## config.mk

```make
export PLATFORM = sky130hd
export DESIGN_NAME = i2c_master_bit_engine_core
export DESIGN_NICKNAME = d
export VERILOG_FILES = /design/src/i2c_mbe_pkg.sv /design/src/i2c_master_bit_engine_core.sv
export SDC_FILE = /design/constraint.sdc
export NUM_CORES = 1
export LEC_CHECK = 0
export BUFFER_PORTS_ARGS = -buffer_cell sky130_fd_sc_hd__buf_2
export CAP_MARGIN = 10
export CORE_ASPECT_RATIO = 1.1
export CORE_MARGIN = 10
export CORE_UTILIZATION = 49
export DETAILED_ROUTE_END_ITERATION = 16
export PLACE_DENSITY = 0.74
export SYNTH_ARGS = -nofsm -noshare
export SYNTH_HDL_FRONTEND = slang
export SYNTH_SLANG_ARGS = --single-unit
export TNS_END_PERCENT = 1
```

## constraint.sdc

```tcl
create_clock -name clk -period 8.2 [get_ports clk]
set_input_delay 1.23 -clock clk [delete_from_list [all_inputs] [get_ports clk]]
set_output_delay 1.23 -clock clk [all_outputs]
set_load 0.05 [all_outputs]
```

## src/i2c_mbe_pkg.sv

```systemverilog
package i2c_mbe_pkg;

	// bus frame geometry
	localparam int unsigned BITS_PER_BYTE = 8;
	localparam int unsigned BIT_CNT_W     = $clog2(BITS_PER_BYTE);
	localparam int unsigned DELAY_W       = 16;
	localparam logic [DELAY_W-1:0] DELAY_RESET = 16'd10;
	localparam logic [BIT_CNT_W-1:0] LAST_BIT = BIT_CNT_W'(BITS_PER_BYTE - 1);

	// operation codes of the request
	localparam logic [2:0] OP_NONE  = 3'd0;
	localparam logic [2:0] OP_START = 3'd1;
	localparam logic [2:0] OP_STOP  = 3'd2;
	localparam logic [2:0] OP_WRITE = 3'd3;
	localparam logic [2:0] OP_READ  = 3'd4;
	localparam logic [2:0] OP_WAIT  = 3'd5;
	localparam logic [2:0] OP_ACK   = 3'd6;
	localparam logic [2:0] OP_NACK  = 3'd7;

	// running command, one-hot
	typedef enum logic [7:0] {
		CMD_IDLE  = 8'b0000_0001,
		CMD_START = 8'b0000_0010,
		CMD_STOP  = 8'b0000_0100,
		CMD_WRITE = 8'b0000_1000,
		CMD_READ  = 8'b0001_0000,
		CMD_WAIT  = 8'b0010_0000,
		CMD_ACK   = 8'b0100_0000,
		CMD_NACK  = 8'b1000_0000
	} cmd_state_t;

	typedef struct packed {
		logic [2:0] operation;
		logic [7:0] write_byte;
		logic       sda_in;
	} in_item_t;

	typedef struct packed {
		logic       scl_out;
		logic       sda_out;
		logic       busy_res;
		logic       done_res;
		logic [7:0] read_data;
		logic       ack_missing;
		logic       rejected;
	} out_item_t;

endpackage

```

## src/i2c_master_bit_engine_core.sv

```systemverilog
// I2C master line sequencer.
// in channel (in_valid/in_ready/in_data): one request per bus timing tick, carrying
// the command code, the byte to send and the sampled SDA level of that tick.
// out channel (out_valid/out_ready/out_data): one result per request, giving the
// SCL/SDA drives (1 = released), busy, the done pulse, the last byte read, the
// missing-ack flag and the rejected flag for a command issued while busy.
// cfg_write_en/cfg_write_data: writes delay_ticks, the ticks each phase is held
// (0 acts as 1). Each new phase loads the value held at that tick.
// The result of a request is in the output register the cycle after it is taken.
// Throughput is one request per cycle while out_ready is high; the whole tick
// update is one pass of logic between the state registers and the output register.
// When the receiver stalls, the output register holds its result and in_ready
// drops until that result is taken; a new request is taken in the same cycle the
// held result leaves.
// Reset: idle, both lines released, delay_ticks 10, read byte and ack flag zero,
// output register empty.
module i2c_master_bit_engine_core
	import i2c_mbe_pkg::*;
(
	input  logic                clk,
	input  logic                arst_n,
	input  logic                in_valid,
	output logic                in_ready,
	input  in_item_t            in_data,
	output logic                out_valid,
	input  logic                out_ready,
	output out_item_t           out_data,
	input  logic                cfg_write_en,
	input  logic [DELAY_W-1:0]  cfg_write_data
);

	logic [DELAY_W-1:0]   delay_ticks_q;
	cmd_state_t           cmd_q;
	logic [2:0]           phase_q;
	logic [BIT_CNT_W-1:0] bit_cnt_q;
	logic [DELAY_W-1:0]   delay_cnt_q;
	logic [7:0]           shift_q;
	logic                 scl_q;
	logic                 sda_q;
	logic                 ack_q;
	logic [7:0]           last_read_q;
	out_item_t            out_q;
	logic                 out_valid_q;

	cmd_state_t           cmd_d;
	logic [2:0]           phase_d;
	logic [BIT_CNT_W-1:0] bit_cnt_d;
	logic [DELAY_W-1:0]   delay_cnt_d;
	logic [7:0]           shift_d;
	logic                 scl_d;
	logic                 sda_d;
	logic                 ack_d;
	logic [7:0]           last_read_d;
	logic                 done_d;
	logic                 rej_d;

	cmd_state_t           cmd_use;
	logic [2:0]           ph;
	logic [BIT_CNT_W-1:0] bc;
	logic [7:0]           shift_base;
	logic                 enter;
	logic                 fin;
	logic [DELAY_W-1:0]   delay_load;
	logic                 take;

	// handshake: output register frees up when empty or being drained
	assign in_ready  = !out_valid_q || out_ready;
	assign take      = in_valid && in_ready;
	assign out_valid = out_valid_q;
	assign out_data  = out_q;

	assign delay_load = (delay_ticks_q == '0) ? DELAY_W'(1) : delay_ticks_q;

	// pick the phase to enter this tick: next phase of the running command,
	// or the first phase of a newly issued one
	always_comb begin
		cmd_use    = cmd_q;
		ph         = phase_q;
		bc         = bit_cnt_q;
		shift_base = shift_q;
		enter      = 1'b0;
		rej_d      = 1'b0;
		delay_cnt_d = delay_cnt_q;
		if (cmd_q != CMD_IDLE) begin
			rej_d = (in_data.operation != OP_NONE);
			if (delay_cnt_q > DELAY_W'(1)) begin
				delay_cnt_d = delay_cnt_q - DELAY_W'(1);
			end else begin
				enter = 1'b1;
				if (cmd_q == CMD_WRITE && phase_q == 3'd2) begin
					if (bit_cnt_q != LAST_BIT) begin
						bc = bit_cnt_q + BIT_CNT_W'(1);
						ph = 3'd0;
					end else begin
						ph = 3'd3;
					end
				end else if (cmd_q == CMD_READ && phase_q == 3'd1) begin
					if (bit_cnt_q != LAST_BIT) begin
						bc = bit_cnt_q + BIT_CNT_W'(1);
						ph = 3'd0;
					end else begin
						ph = 3'd2;
					end
				end else begin
					ph = phase_q + 3'd1;
				end
			end
		end else if (in_data.operation != OP_NONE) begin
			enter = 1'b1;
			ph    = 3'd0;
			bc    = '0;
			unique case (in_data.operation)
				OP_START: cmd_use = CMD_START;
				OP_STOP:  cmd_use = CMD_STOP;
				OP_WRITE: cmd_use = CMD_WRITE;
				OP_READ:  cmd_use = CMD_READ;
				OP_WAIT:  cmd_use = CMD_WAIT;
				OP_ACK:   cmd_use = CMD_ACK;
				OP_NACK:  cmd_use = CMD_NACK;
				default:  cmd_use = CMD_IDLE;
			endcase
			if (in_data.operation == OP_WRITE) begin
				shift_base = in_data.write_byte;
			end else if (in_data.operation == OP_READ) begin
				shift_base = '0;
			end
		end
	end

	// line actions of the entered phase
	always_comb begin
		cmd_d       = cmd_q;
		phase_d     = phase_q;
		bit_cnt_d   = bit_cnt_q;
		shift_d     = shift_base;
		scl_d       = scl_q;
		sda_d       = sda_q;
		ack_d       = ack_q;
		last_read_d = last_read_q;
		fin         = 1'b0;
		if (enter) begin
			unique case (cmd_use)
				CMD_START: begin
					if (ph == 3'd0) begin
						scl_d = 1'b1;
						sda_d = 1'b1;
					end else if (ph == 3'd1) begin
						sda_d = 1'b0;
					end else if (ph == 3'd2) begin
						scl_d = 1'b0;
					end else begin
						fin = 1'b1;
					end
				end
				CMD_STOP: begin
					if (ph == 3'd0) begin
						sda_d = 1'b0;
						scl_d = 1'b1;
					end else begin
						sda_d = 1'b1;
						fin   = 1'b1;
					end
				end
				CMD_WRITE: begin
					if (ph == 3'd0) begin
						sda_d = shift_base[7];
					end else if (ph == 3'd1) begin
						scl_d = 1'b1;
					end else if (ph == 3'd2) begin
						scl_d = 1'b0;
						if (bc == LAST_BIT) sda_d = 1'b1;
						shift_d = {shift_base[6:0], 1'b0};
					end else begin
						fin = 1'b1;
					end
				end
				CMD_READ: begin
					if (ph == 3'd0) begin
						shift_d = {shift_base[6:0], 1'b0};
						scl_d   = 1'b1;
					end else if (ph == 3'd1) begin
						shift_d = {shift_base[7:1], shift_base[0] | in_data.sda_in};
						scl_d   = 1'b0;
					end else begin
						last_read_d = shift_base;
						fin         = 1'b1;
					end
				end
				CMD_WAIT: begin
					if (ph == 3'd0) begin
						sda_d = 1'b1;
					end else if (ph == 3'd1) begin
						scl_d = 1'b1;
					end else if (ph == 3'd2) begin
						ack_d = in_data.sda_in;
						scl_d = 1'b0;
					end else begin
						fin = 1'b1;
					end
				end
				CMD_ACK: begin
					if (ph == 3'd0) begin
						sda_d = 1'b0;
					end else if (ph == 3'd1) begin
						scl_d = 1'b1;
					end else if (ph == 3'd2) begin
						scl_d = 1'b0;
					end else begin
						sda_d = 1'b1;
						fin   = 1'b1;
					end
				end
				CMD_NACK: begin
					if (ph == 3'd0) begin
						sda_d = 1'b1;
					end else if (ph == 3'd1) begin
						scl_d = 1'b1;
					end else if (ph == 3'd2) begin
						scl_d = 1'b0;
					end else begin
						fin = 1'b1;
					end
				end
				default: begin
					fin = 1'b1;
				end
			endcase
			if (fin) begin
				cmd_d     = CMD_IDLE;
				phase_d   = 3'd0;
				bit_cnt_d = '0;
			end else begin
				cmd_d     = cmd_use;
				phase_d   = ph;
				bit_cnt_d = bc;
			end
		end
		done_d = fin;
	end

	// delay register write
	always_ff @(posedge clk or negedge arst_n) begin
		if (!arst_n) begin
			delay_ticks_q <= DELAY_RESET;
		end else if (cfg_write_en) begin
			delay_ticks_q <= cfg_write_data;
		end
	end

	// sequencer state, advanced once per accepted tick
	always_ff @(posedge clk or negedge arst_n) begin
		if (!arst_n) begin
			cmd_q       <= CMD_IDLE;
			phase_q     <= 3'd0;
			bit_cnt_q   <= '0;
			delay_cnt_q <= '0;
			shift_q     <= '0;
			scl_q       <= 1'b1;
			sda_q       <= 1'b1;
			ack_q       <= 1'b0;
			last_read_q <= '0;
		end else if (take) begin
			cmd_q       <= cmd_d;
			phase_q     <= phase_d;
			bit_cnt_q   <= bit_cnt_d;
			delay_cnt_q <= enter ? (fin ? '0 : delay_load) : delay_cnt_d;
			shift_q     <= shift_d;
			scl_q       <= scl_d;
			sda_q       <= sda_d;
			ack_q       <= ack_d;
			last_read_q <= last_read_d;
		end
	end

	// output register valid flag
	always_ff @(posedge clk or negedge arst_n) begin
		if (!arst_n) begin
			out_valid_q <= 1'b0;
		end else if (take) begin
			out_valid_q <= 1'b1;
		end else if (out_ready) begin
			out_valid_q <= 1'b0;
		end
	end

	// output register payload
	always_ff @(posedge clk) begin
		if (take) begin
			out_q.scl_out     <= scl_d;
			out_q.sda_out     <= sda_d;
			out_q.busy_res    <= (cmd_d != CMD_IDLE);
			out_q.done_res    <= done_d;
			out_q.read_data   <= last_read_d;
			out_q.ack_missing <= ack_d;
			out_q.rejected    <= rej_d;
		end
	end

endmodule
```

# Yosys cells after proc, flatten, opt, wreduce, memory -nomap -nowiden
# Cells that the tools add are included.
# totals
regBits	80
in_bits	33
output_inout_bits	16
# op_classes
addsub	3
n_lt_le_gt_ge	1
eq_ne	24
muxes	81
bitwise	1
reduce_logical	16
# op_table
cell	count
two-way mux 8 bit	17
two-way mux 16 bit	5
case mux 8 bit (7 select lines)	1
two-way mux 1 bit	39
two-way mux 3 bit	13
== test 8 x 4 -> 1 bit, second input constant	2
== test 8 x 5 -> 1 bit, second input constant	2
greater-than comparator 16 x 1 -> 1 bit, second input constant	1
zero test 16 bit	1
inequality test 8 x 1 -> 1 bit, second input constant	2
case mux 8 bit (2 select lines)	1
subtractor 16 x 1 -> 16 bit, second input constant	1
== test 3 bit, second input constant	5
== test 3 x 2 -> 1 bit, second input constant	4
== test 3 x 1 -> 1 bit, second input constant	3
== test 8 x 2 -> 1 bit, second input constant	1
== test 8 x 3 -> 1 bit, second input constant	1
== test 8 x 6 -> 1 bit, second input constant	1
== test 8 x 7 -> 1 bit, second input constant	1
== test 8 bit, second input constant	1
adder 3 x 1 -> 3 bit, second input constant	2
nonzero test 2 bit	3
case mux 1 bit (5 select lines)	1
OR reduction 5 bit	1
14 further kinds	17

# Depth between registers and ports, before layout
# Gate-level depths: netlist of the first run.
# depth
depth_word	15
ltp_mapped	13
depth_no_buf	10

# Worst setup path before layout of the first run
# OpenSTA, ideal clock, no wires.
# synth_timing
kind	input-to-reg
startpoint	in in_data[11] (netlist bit)
endpoint	reg last_read_q[0]
setup_ns	0.125
t_arrival_ns	3.594
path_slack_ns	4.481
stages	9
path_buffers	1
cell_sequence	clkbuf_1 -> nor3_1 -> nor3_1 -> a31o_2 -> o2bb2ai_2 -> nor2_2 -> nor3_2 -> mux2_2 -> mux2_2
# synth_between
elab_chain_cells	9
elab_cells_between_ends	26
# synth_rtl
element	line_no	rtl
start, declared	i2c_master_bit_engine_core.sv:24	input in_item_t in_data,
parallel branches: the longest is 8 deep, another holds case mux 8 bit (7 select lines)	--	
two-way mux 8 bit (*)	i2c_master_bit_engine_core.sv:141	if (enter) begin
via last_read_d[0]	i2c_master_bit_engine_core.sv:53	logic [7:0] last_read_d;
end signal, assigned	i2c_master_bit_engine_core.sv:271	last_read_q <= last_read_d;
end, declared	i2c_master_bit_engine_core.sv:41	logic [7:0] last_read_q;
# Mark *: on every way through the listed nets, which the timed path passes.
# A chain may end at the register's enable or synchronous reset.

# Final worst setup path of the first run
# layout_timing
startpoint	in in_data[11] (netlist bit)
endpoint	reg delay_cnt_q[4]
# layout_between
elab_chain_cells	12
elab_cells_between_ends	40
# layout_rtl
element	line_no	rtl
parallel branches: the longest is 12 deep, another holds two-way mux 16 bit	--	
end signal, assigned	i2c_master_bit_engine_core.sv:266	delay_cnt_q <= enter ? (fin ? '0 : delay_load) : delay_cnt_d;
end, declared	i2c_master_bit_engine_core.sv:36	logic [DELAY_W-1:0] delay_cnt_q;
# Several ways; the timed one is not identified. The select of a mux whose other input is x is not followed.

==> results_dict.tcl, run 1 <==
set metrics [dict create \
    status "finished, final reports clean" \
    gp_congestion 0.8872 \
    track_usage_pct 17.60 \
    postSynthCellCount 474 \
    die_w_um 113.8 \
    worst_r2r_endpoint "delay_cnt_q[4]$_DFFE_PN0P_" \
    grt-ovfl-total 0 \
    instances_no_fill 631 \
    grt_max_degree 67 \
    hold_depth 1 \
    drt_wl_total_um 12250 \
    hold_buffers 0 \
    syn_nets 513 \
    h-tree-depth 3 \
    p_clk_share_pct 16.7 \
    synth_area_sq_um 4740 \
    place_ws_ns 3.755 \
    total_power_uw 1660 \
    worst_setup_path_end_kind "flip-flop" \
    final.period_utilization_pct 50.06 \
    grt_pass1_wl_um 20380 \
    powerDensity_nw_per_um2 318.9 \
    critPathLaunchType "primary input" \
    yosys_warnings 0 \
    share_seq_of_total_power_pct 37.1 \
    async_flop_share_pct 82.50 \
    max-vdd-ir-drop_v 0.0001227 \
    antenna_found_initial 0 \
    synth.top_cell.area_share_pct 32.21 \
    hp-start "last_read_q[4]$_DFFE_PN0P_" \
    io_pins 49 \
    antenna_left 0 \
    clk_pin_slew_ns 0.09 \
    n_antenna_cell 0 \
    dp.final_hpwl_um 8776 \
    cts_tree "built" \
    cts_buffer_depth 2 \
    synth_ff_type "dfrtp_1" \
    rsz0062_at_grt "false" \
    cts_buffers 9 \
    p_comb_share_pct 46.2 \
    first_pass_iters 7 \
    p_int_uw 892.1 \
    grt_pass1_vias 4130 \
    fin_worst_skew_ns 0.01419 \
    syn_area_per_cell_sq_um 9.999 \
    netSwitchingPower_uw 767.4 \
    final_common_cell "dfrtp_1" \
    placed_cells 615 \
    drc 0 \
    tns_ns 0 \
    maxCapViolations 0 \
    cts-root-buf "clkbuf_8" \
    cts.sinks 80 \
    seq_area_frac_synth_pct 43.85 \
    post_cts_buffers 0 \
    ff2ff_setup_slack_ns 4.14 \
    fmax_mhz 243.6 \
    drv_slew 0 \
    cp.required_ns 8.44 \
    setup_viol 0 \
    p_leak_uw 0.002097 \
    port_buffers 48 \
    worst_pin_slew_ns 1.000 \
    rows 37 \
    hold_class "reg2reg" \
    yosys_register_bits 80 \
    synth_edf_count 14 \
    reg2reg_from "cmd_q[1]$_DFFE_PN0P_" \
    setup_ws_ns 4.095 \
    holdPathEnd "last_read_q[4]$_DFFE_PN0P_" \
    yosysTopAreaCell "dfrtp_1" \
    synth_area_leaders "dfrtp_1 32%, edfxtp_1 8.9%, mux2_2 8.1%" \
    r2r_cells 7 \
    dr_total_vias 4059 \
    crit_fanout 19 \
    chipHeight_um 123.2 \
    start_util_pct 50.43 \
    period_needed_ns 4.105 \
    synthToLayoutAreaGrowth_pct 9.794 \
    dieArea_sq_um 14010 \
    synthDistinctLibCells 77 \
    core-area_sq_um 9398 \
    drive_gt1_share_pct 24.32 \
    crit_arrival_ns 4.35 \
    swShare_pct 46.24 \
    finalHoldViolations 0 \
    relSlewSlack_pct 33.08 \
    via_per_inst 6.433 \
    detail_route.wl_per_cell_um 19.41 \
    cts.repair.resized 0 \
    criticalPathCategory "in2reg" \
    drt-initial-drc-count 346 \
    nets 548 \
    clkLatencyLatePin_ns 0.37 \
    final_cell_mix "61 x dfrtp_1, 48 x buf_2, 39 x nand2_1" \
]
-- layout make-up --
type,instances,area (sq um)
clock buffer,10,137.6
clock inverter,6,48.80
fill,845,4194
inverter,10,37.54
multi-input combinational,357,2492
sequential,80,2078
tap,117,146.4
timing repair buffer,51,262.8
-- worst max-delay path: stages --
cell and delay, ns:
buf_2 0.22, nor3_1 0.51, nor3_1 0.21, nor2_1 0.80
nor2_1 0.44, and3_1 0.51, a221o_1 0.42
-- per-stage QoR --
stage	utilization [%]	instance area [sq um]	hold WS (ns)
floorplan	-	4740	0.4746
global placement	53.39	5017	0.4861
detailed placement	53.39	5017	0.4927
CTS	55.37	5204	0.5132
global route	55.37	5204	0.5268
finish	55.37	5204	0.5069
-- sequential cells by signal, indices dropped and copies added (netlist names) --
signal,count
bit_cnt_q,3
out_data,14
shift_q,8
sda_q,1
cmd_q,8
delay_cnt_q,16
phase_q,3
out_valid,1
scl_q,1
ack_q,1
delay_ticks_q,16
last_read_q,8
-- power groups by stage --
stage | combinational [uW] | clock (uW) | sequential [uW]
detailed placement | 751 | 0 | 619
floorplan | 600 | 0 | 601
finish | 766 | 278 | 616
global placement | 730 | 0 | 616
CTS | 756 | 283 | 612
global route | 841 | 303 | 630
-- synth_stat cells, drive strengths merged (6+ instances only) --
library cell	number
clkbuf	16
mux2i	11
buf	11
a221o	13
nor4	16
a21oi	30
nand3	15
o22ai	10
edfxtp	14
nand2	39
nand2b	6
dfrtp	61
ha	6
o21ai	30
mux2	34
nor2	34
a31oi	11
inv	10
nor3	22
-- how the worst max path moves through the flow --
stage,to,slack [ns],start
2_1_floorplan,last_read_q[0]$_DFFE_PN0P_,4.48,in_data[11]
3_3_place_gp,delay_cnt_q[10]$_DFFE_PN0P_,3.96,in_data[11]
3_5_place_dp,delay_cnt_q[13]$_DFFE_PN0P_,3.76,in_data[11]
4_1_cts,delay_cnt_q[4]$_DFFE_PN0P_,4.16,in_data[11]
5_1_grt,delay_cnt_q[13]$_DFFE_PN0P_,3.82,delay_cnt_q[8]$_DFFE_PN0P_
6_report,delay_cnt_q[4]$_DFFE_PN0P_,4.09,in_data[11]
-- cell families (layout without fill, tap and decap cells) --
| group | Yosys count | in the layout | synth area share, % |
|---|---|---|---|
| AO/OA/AOI/OAI | 140 | 140 | 21.41 |
| multiplexers | 45 | 45 | 10.40 |
| buffers and inverters | 37 | 77 | 3.564 |
| adder cells (fa/ha/maj) | 7 | 7 | 1.795 |
| XOR/XNOR | 1 | 1 | 0.1848 |
| AND/OR/NAND/NOR | 164 | 164 | 18.80 |
| flip-flops | 80 | 80 | 43.85 |
-- routing by layer --
| metal | share of wire, % | vias up | wire length, um | GRT usage, % |
|---|---|---|---|---|
| li1 | - | 1891 | - | - |
| met1 | 42 | 1966 | 5120 | 21.86 |
| met2 | 49 | 177 | 5980 | 28.80 |
| met3 | 7.0 | 25 | 856 | 4.167 |
| met4 | 2.4 | 0 | 289 | 7.524 |
| met5 | 0 | - | 0 | 0 |
No activity file was read; power rests on OpenSTA's default activity.
==> inputs of run 2 (changes only) <==
--- a/config.mk
+++ b/config.mk
@@ -11,7 +11,7 @@
 export CORE_MARGIN = 10
 export CORE_UTILIZATION = 49
 export DETAILED_ROUTE_END_ITERATION = 16
-export PLACE_DENSITY = 0.74
+export PLACE_DENSITY = 0.77
 export SYNTH_ARGS = -nofsm -noshare
 export SYNTH_HDL_FRONTEND = slang
 export SYNTH_SLANG_ARGS = --single-unit
==> constraint.sdc (replaced) <==
create_clock -name clk -period 3.3 [get_ports clk]
set_input_delay 0.495 -clock clk [delete_from_list [all_inputs] [get_ports clk]]
set_output_delay 0.495 -clock clk [all_outputs]
set_load 0.05 [all_outputs]
==> run 2 against run 1 <==
- cell area increased by 6.4%
- sequential share of layout area decreased by 2.4 points
- combinational power increased to 3.0 times the previous value
- sequential power increased by 140%
- setup slack got worse by 4.0 ns
- largest power group unchanged
- clock-buffer cell count decreased by 1
==> results_dict.tcl, run 2 (synthesis gave the netlist of run 1 again) <==
set metrics [dict create \
    status "finished, final reports clean" \
    max-vdd-ir-drop_v 0.0003642 \
    swShare_pct 44.32 \
    critPathLaunchType "flip-flop" \
    synthToLayoutAreaGrowth_pct 16.79 \
    grt_max_degree 31 \
    hold_class "in2async" \
    relSlewSlack_pct 56.98 \
    p_comb_share_pct 50.3 \
    io_pins 49 \
    dr_total_vias 4282 \
    crit_fanout 8 \
    drive_gt1_share_pct 30.14 \
    final_cell_mix "61 x dfrtp_1, 48 x buf_2, 43 x buf_4" \
    setup_viol 0 \
    reg2reg_from "delay_cnt_q[0]$_DFFE_PN0P_" \
    worst_setup_path_end_kind "flip-flop" \
    fin_worst_skew_ns 0.01377 \
    first_pass_iters 5 \
    dieArea_sq_um 14010 \
    chipHeight_um 123.2 \
    period_needed_ns 3.189 \
    fillCellCount 825 \
    dp.final_hpwl_um 9651 \
    powerDensity_nw_per_um2 816.5 \
    crit_top_cell "mux2_2" \
    clkLatencyLatePin_ns 0.37 \
    fmax_mhz 313.6 \
    criticalPathCategory "reg2reg" \
    post-route-cell-area_sq_um 5535 \
    via_per_inst 6.382 \
    antenna_found_initial 0 \
    gp_congestion 0.9491 \
    cp_cell_sequence "inv_1 -> ha_1 -> nor2_1 -> or4_1 -> nor4_2 -> a211o_1 -> nor2_2 -> nor3_2 -> buf_4 -> mux2_2 -> mux2_2" \
    cts-root-buf "clkbuf_8" \
    rows 37 \
    share_seq_of_total_power_pct 33.0 \
    die_w_um 113.8 \
    start_util_pct 50.43 \
    n_antenna_cell 0 \
    netSwitchingPower_uw 2003 \
    cp.required_ns 3.56 \
    antenna_left 0 \
    p_int_uw 2517 \
    cp_slowest_cell "or4_1" \
    drt-initial-drc-count 317 \
    finalHoldViolations 0 \
    track_usage_pct 18.22 \
    p_clk_share_pct 16.7 \
    h-tree-depth 3 \
    seqCellArea_sq_um 2078 \
    multiInputGateArea_sq_um 2506 \
    drt_wl_total_um 12700 \
    grt-ovfl-total 0 \
    cts_tree "built" \
    drv_slew 0 \
    nets 588 \
    crit_arrival_ns 3.45 \
    grt_pass1_vias 4345 \
    port_buffers 48 \
    critPathLaunch "delay_cnt_q[0]$_DFFE_PN0P_" \
    max_stage_delay_ns 0.54 \
    final.period_utilization_pct 96.63 \
    cts.sinks 80 \
    drc 0 \
    cts_buffer_depth 2 \
    final_common_cell "dfrtp_1" \
    grt_pass1_wl_um 20900 \
    maxCapViolations 0 \
    total_power_uw 4520 \
    rsz0062_at_grt "true" \
    core-area_sq_um 9398 \
    detail_route.wl_per_cell_um 18.93 \
    worst_pin_slew_ns 0.6445 \
    cts_buffers 9 \
    ff2ff_setup_slack_ns 0.11 \
    r2r_cells 11 \
    dpl_cell_area_sq_um 5318 \
    clk_pin_slew_ns 0.09 \
    p_leak_uw 0.002314 \
]
==> run 2: metrics by stage <==
step	setup TNS (ns)	worst slack, ns	utilization [%]	instances	hold slack, ns
finish	0	0.1112	58.90	671	0.06075
global route	-0.09268	-0.02708	58.90	671	0.08136
CTS	0	0.1409	58.75	671	0.06273
detailed placement	0	0.1539	56.58	655	0.4724
global placement	0	0.1916	56.58	655	0.4726
floorplan	0	0.2226	-	474	0.1994
==> run 2: power groups by stage <==
| stage | clock, uW | combinational (uW) | sequential, uW |
|---|---|---|---|
| floorplan | 0 | 1490 | 1490 |
| global placement | 0 | 2160 | 1490 |
| detailed placement | 0 | 2220 | 1500 |
| CTS | 768 | 2230 | 1490 |
| global route | 819 | 2470 | 1520 |
| finish | 753 | 2280 | 1490 |
==> run 2: critical path, delay by kind of cell, from the launching register on <==
kind	cells	cell delay [ns]
DFF	1	0.44
adders and majority gates	1	0.22
muxes	2	0.62
and+or+nand+nor	5	1.27
AOI/OAI and AO/OA	1	0.23
buffers and inverters	2	0.30
==> run 2: timing repair <==
action | in CTS | in global routing
setup endpoints to repair | 0 | 39
hold buffers | 0 | 0
gates resized for setup | 0 | 3
buffers inserted | 0 | 0
==> run 2: cell type report <==
class | instances | area share [%]
tap | 117 | 2.645
multi-input combinational | 357 | 45.28
sequential | 80 | 37.55
inverter | 10 | 0.6781
clock inverter | 7 | 1.447
timing repair buffer | 91 | 10.17
clock buffer | 9 | 2.238
==> run 2: worst paths after layout <==
check                                               end
setup / recovery             last_read_q[3]$_DFFE_PN0P_
hold / removal                     cmd_q[1]$_DFFE_PN0P_
setup reg to reg             last_read_q[3]$_DFFE_PN0P_
hold reg to reg                       ack_q$_DFFE_PN0P_
max in group asynchronous  delay_ticks_q[3]$_DFFE_PN1P_
min in group clk                  out_valid$_DFFE_PN0P_
==> run 2: layer usage <==
| metal | global-route usage (%) | up-vias | share of wire [%] |
|---|---|---|---|
| li1 | - | 1986 | - |
| met1 | 20.94 | 2069 | 41 |
| met2 | 30.69 | 178 | 49 |
| met3 | 4.797 | 49 | 6.7 |
| met4 | 9.483 | 0 | 3.7 |
| met5 | 0 | - | 0 |
==> inputs of run 3 (changes only) <==
==> constraint.sdc (replaced) <==
create_clock -name clk -period 2.7 [get_ports clk]
set_input_delay 0.405 -clock clk [delete_from_list [all_inputs] [get_ports clk]]
set_output_delay 0.405 -clock clk [all_outputs]
set_load 0.05 [all_outputs]
==> run 3 against run 2 <==
- the run now ends with setup timing left
- maximum frequency is 6.6% higher
- critical path depth is 2 higher
- setup slack worse by 0.40 ns
- non-clock buffer count is 103 higher
- first-iteration DRC count is 26% higher
- flip-flop and latch count stayed put
- hold slack better by 0.17 ns
- via count is 11% higher
- cell area is 22% higher
==> results_dict.tcl, run 3 (synthesis gave the netlist of run 1 again) <==
set metrics [dict create \
    crit_arrival_ns 3.25 \
    dieArea_sq_um 14010 \
    cp_slowest_cell "dfrtp_1" \
    dpl_cell_area_sq_um 5963 \
    worst_pin_slew_ns 0.5131 \
    drt-initial-drc-count 400 \
    criticalPathCategory "reg2reg" \
    detail_route.wl_per_cell_um 19.86 \
    cts_tree "built" \
    antenna_left 0 \
    grt-ovfl-total 0 \
    drc 0 \
    critPathBufInv 4 \
    clkLatencyLatePin_ns 0.38 \
    critPathLaunchType "flip-flop" \
    fmax_mhz 334.3 \
    gp_congestion 0.9158 \
    dp.final_hpwl_um 10430 \
    cts.sinks 80 \
    worst_r2r_endpoint "delay_cnt_q[12]$_DFFE_PN0P_" \
    placed_cells 734 \
    h-tree-depth 3 \
    status "finished, violations left" \
    cts-root-buf "clkbuf_8" \
    hp-start "in_valid" \
    setup_viol 61 \
    violations "setup timing" \
    via_per_inst 6.156 \
    reg2reg_from "phase_q[0]$_DFFE_PN0P_" \
    cp_cell_sequence "inv_2 -> ha_2 -> and3b_1 -> buf_4 -> buf_4 -> o211ai_1 -> buf_4 -> a2bb2oi_4 -> a211oi_4 -> o21ai_1 -> a21o_1 -> and3_4 -> a221o_1" \
    final_cell_mix "131 x buf_4, 60 x dfrtp_1, 49 x buf_2" \
    post-route-cell-area_sq_um 6751 \
    core-area_sq_um 9398 \
    drv_slew 0 \
    synthToLayoutAreaGrowth_pct 42.45 \
    utilization_pct 71.84 \
    hold_depth 2 \
    final_common_cell "buf_4" \
    drive_gt1_share_pct 46.81 \
    worst_setup_path_end_kind "flip-flop" \
    grt_pass1_vias 4817 \
    first_pass_iters 4 \
    chipHeight_um 123.2 \
    maxCapViolations 0 \
    powerDensity_nw_per_um2 1054 \
    tns_ns -11.67 \
    drt_wl_total_um 15390 \
    ff2ff_setup_slack_ns -0.29 \
    io_pins 49 \
    nets 692 \
    cp_top_family "compound AO/OA/AOI/OAI gates" \
    cp.required_ns 2.96 \
    n_antenna_cell 0 \
    setup_ws_ns -0.2912 \
    antenna_found_initial 0 \
    period_needed_ns 2.991 \
    cts_buffers 9 \
    crit_top_cell "buf_4" \
    holdPathEnd "out_valid$_DFFE_PN0P_" \
    track_usage_pct 20.71 \
    finalHoldViolations 0 \
    start_util_pct 50.43 \
    grt_pass1_wl_um 23560 \
    hold_class "in2reg" \
    clk_pin_slew_ns 0.08 \
    p_leak_uw 0.002926 \
    die_w_um 113.8 \
    fin_worst_skew_ns 0.01370 \
    rsz0062_at_grt "true" \
    r2r_cells 13 \
    cts_buffer_depth 2 \
    grt_max_degree 66 \
    max-vdd-ir-drop_v 0.0006531 \
    crit_fanout 15 \
    rows 37 \
    final.period_utilization_pct 110.8 \
    port_buffers 48 \
    relSlewSlack_pct 65.48 \
    dr_total_vias 4771 \
    max_stage_delay_ns 0.40 \
    total_power_uw 7118 \
    instances_no_fill 775 \
]
-- run 3: cell types whose count changed in the layout (fill, tap and decap cells not counted), moves of 4 or more --
cell	before	now
ha_1	6	2
inv_1	10	6
buf_6	0	11
inv_2	0	4
o21ai_1	7	13
nor2_1	32	28
a21oi_1	30	26
mux2_2	34	19
o21ai_0	23	16
buf_4	43	131
mux2_4	0	15
-- run 3: repair_timing --
action	4_1_cts	5_1_grt
hold buffers	1	0
endpoints found under the hold margin	1	0
gates resized for setup	56	31
buffers inserted	12	11
gates cloned	2	0
pin swaps	35	22
setup endpoints to repair	58	61
-- run 3: where the power goes --
group	switching, uW	total, uW	internal (uW)
logic	2240	4300	2060
registers	223	1750	1530
clock network	486	1070	586
total	2950	7120	4170
-- run 3: layer usage --
metal  vias up  global-route usage, %  share of wire [%]
met1      2340                  24.64                 40
met3        46                  4.312                6.2
met5         -                      0                  0
met2       205                  35.21                 51
li1       2180                      -                  -
met4         0                  9.796                3.1
-- run 3: area by class of cell --
type	instances	area, sq um
fillers	661	2646
repair buffers	194	1403
well taps	117	146.4
clock inverters	5	86.33
inverters	10	37.54
multi-input cells	358	2846
flip-flops and latches	80	2079
clock buffers	11	152.6
-- run 3: through the flow --
step	hold WS, ns	worst slack, ns
floorplan	0.1094	-0.2597
global placement	0.2071	-0.1977
detailed placement	0.2111	-0.2856
CTS	0.2313	-0.1387
global route	0.2410	-0.3925
finish	0.2301	-0.2912
-- run 3: worst max path at each step --
stage	startpoint	endpoint	slack (ns)	cells past startpoint
2_1_floorplan	cmd_q[6]$_DFFE_PN0P_	shift_q[4]$_DFFE_PN0P_	-0.26	10
3_3_place_gp	cmd_q[0]$_DFFE_PN1P_	delay_cnt_q[9]$_DFFE_PN0P_	-0.20	9
3_5_place_dp	cmd_q[1]$_DFFE_PN0P_	last_read_q[6]$_DFFE_PN0P_	-0.29	10
4_1_cts	delay_cnt_q[0]$_DFFE_PN0P_	last_read_q[6]$_DFFE_PN0P_	-0.14	11
5_1_grt	phase_q[0]$_DFFE_PN0P_	out_data[13]$_DFFE_PP_	-0.39	14
6_report	phase_q[0]$_DFFE_PN0P_	delay_cnt_q[12]$_DFFE_PN0P_	-0.29	13
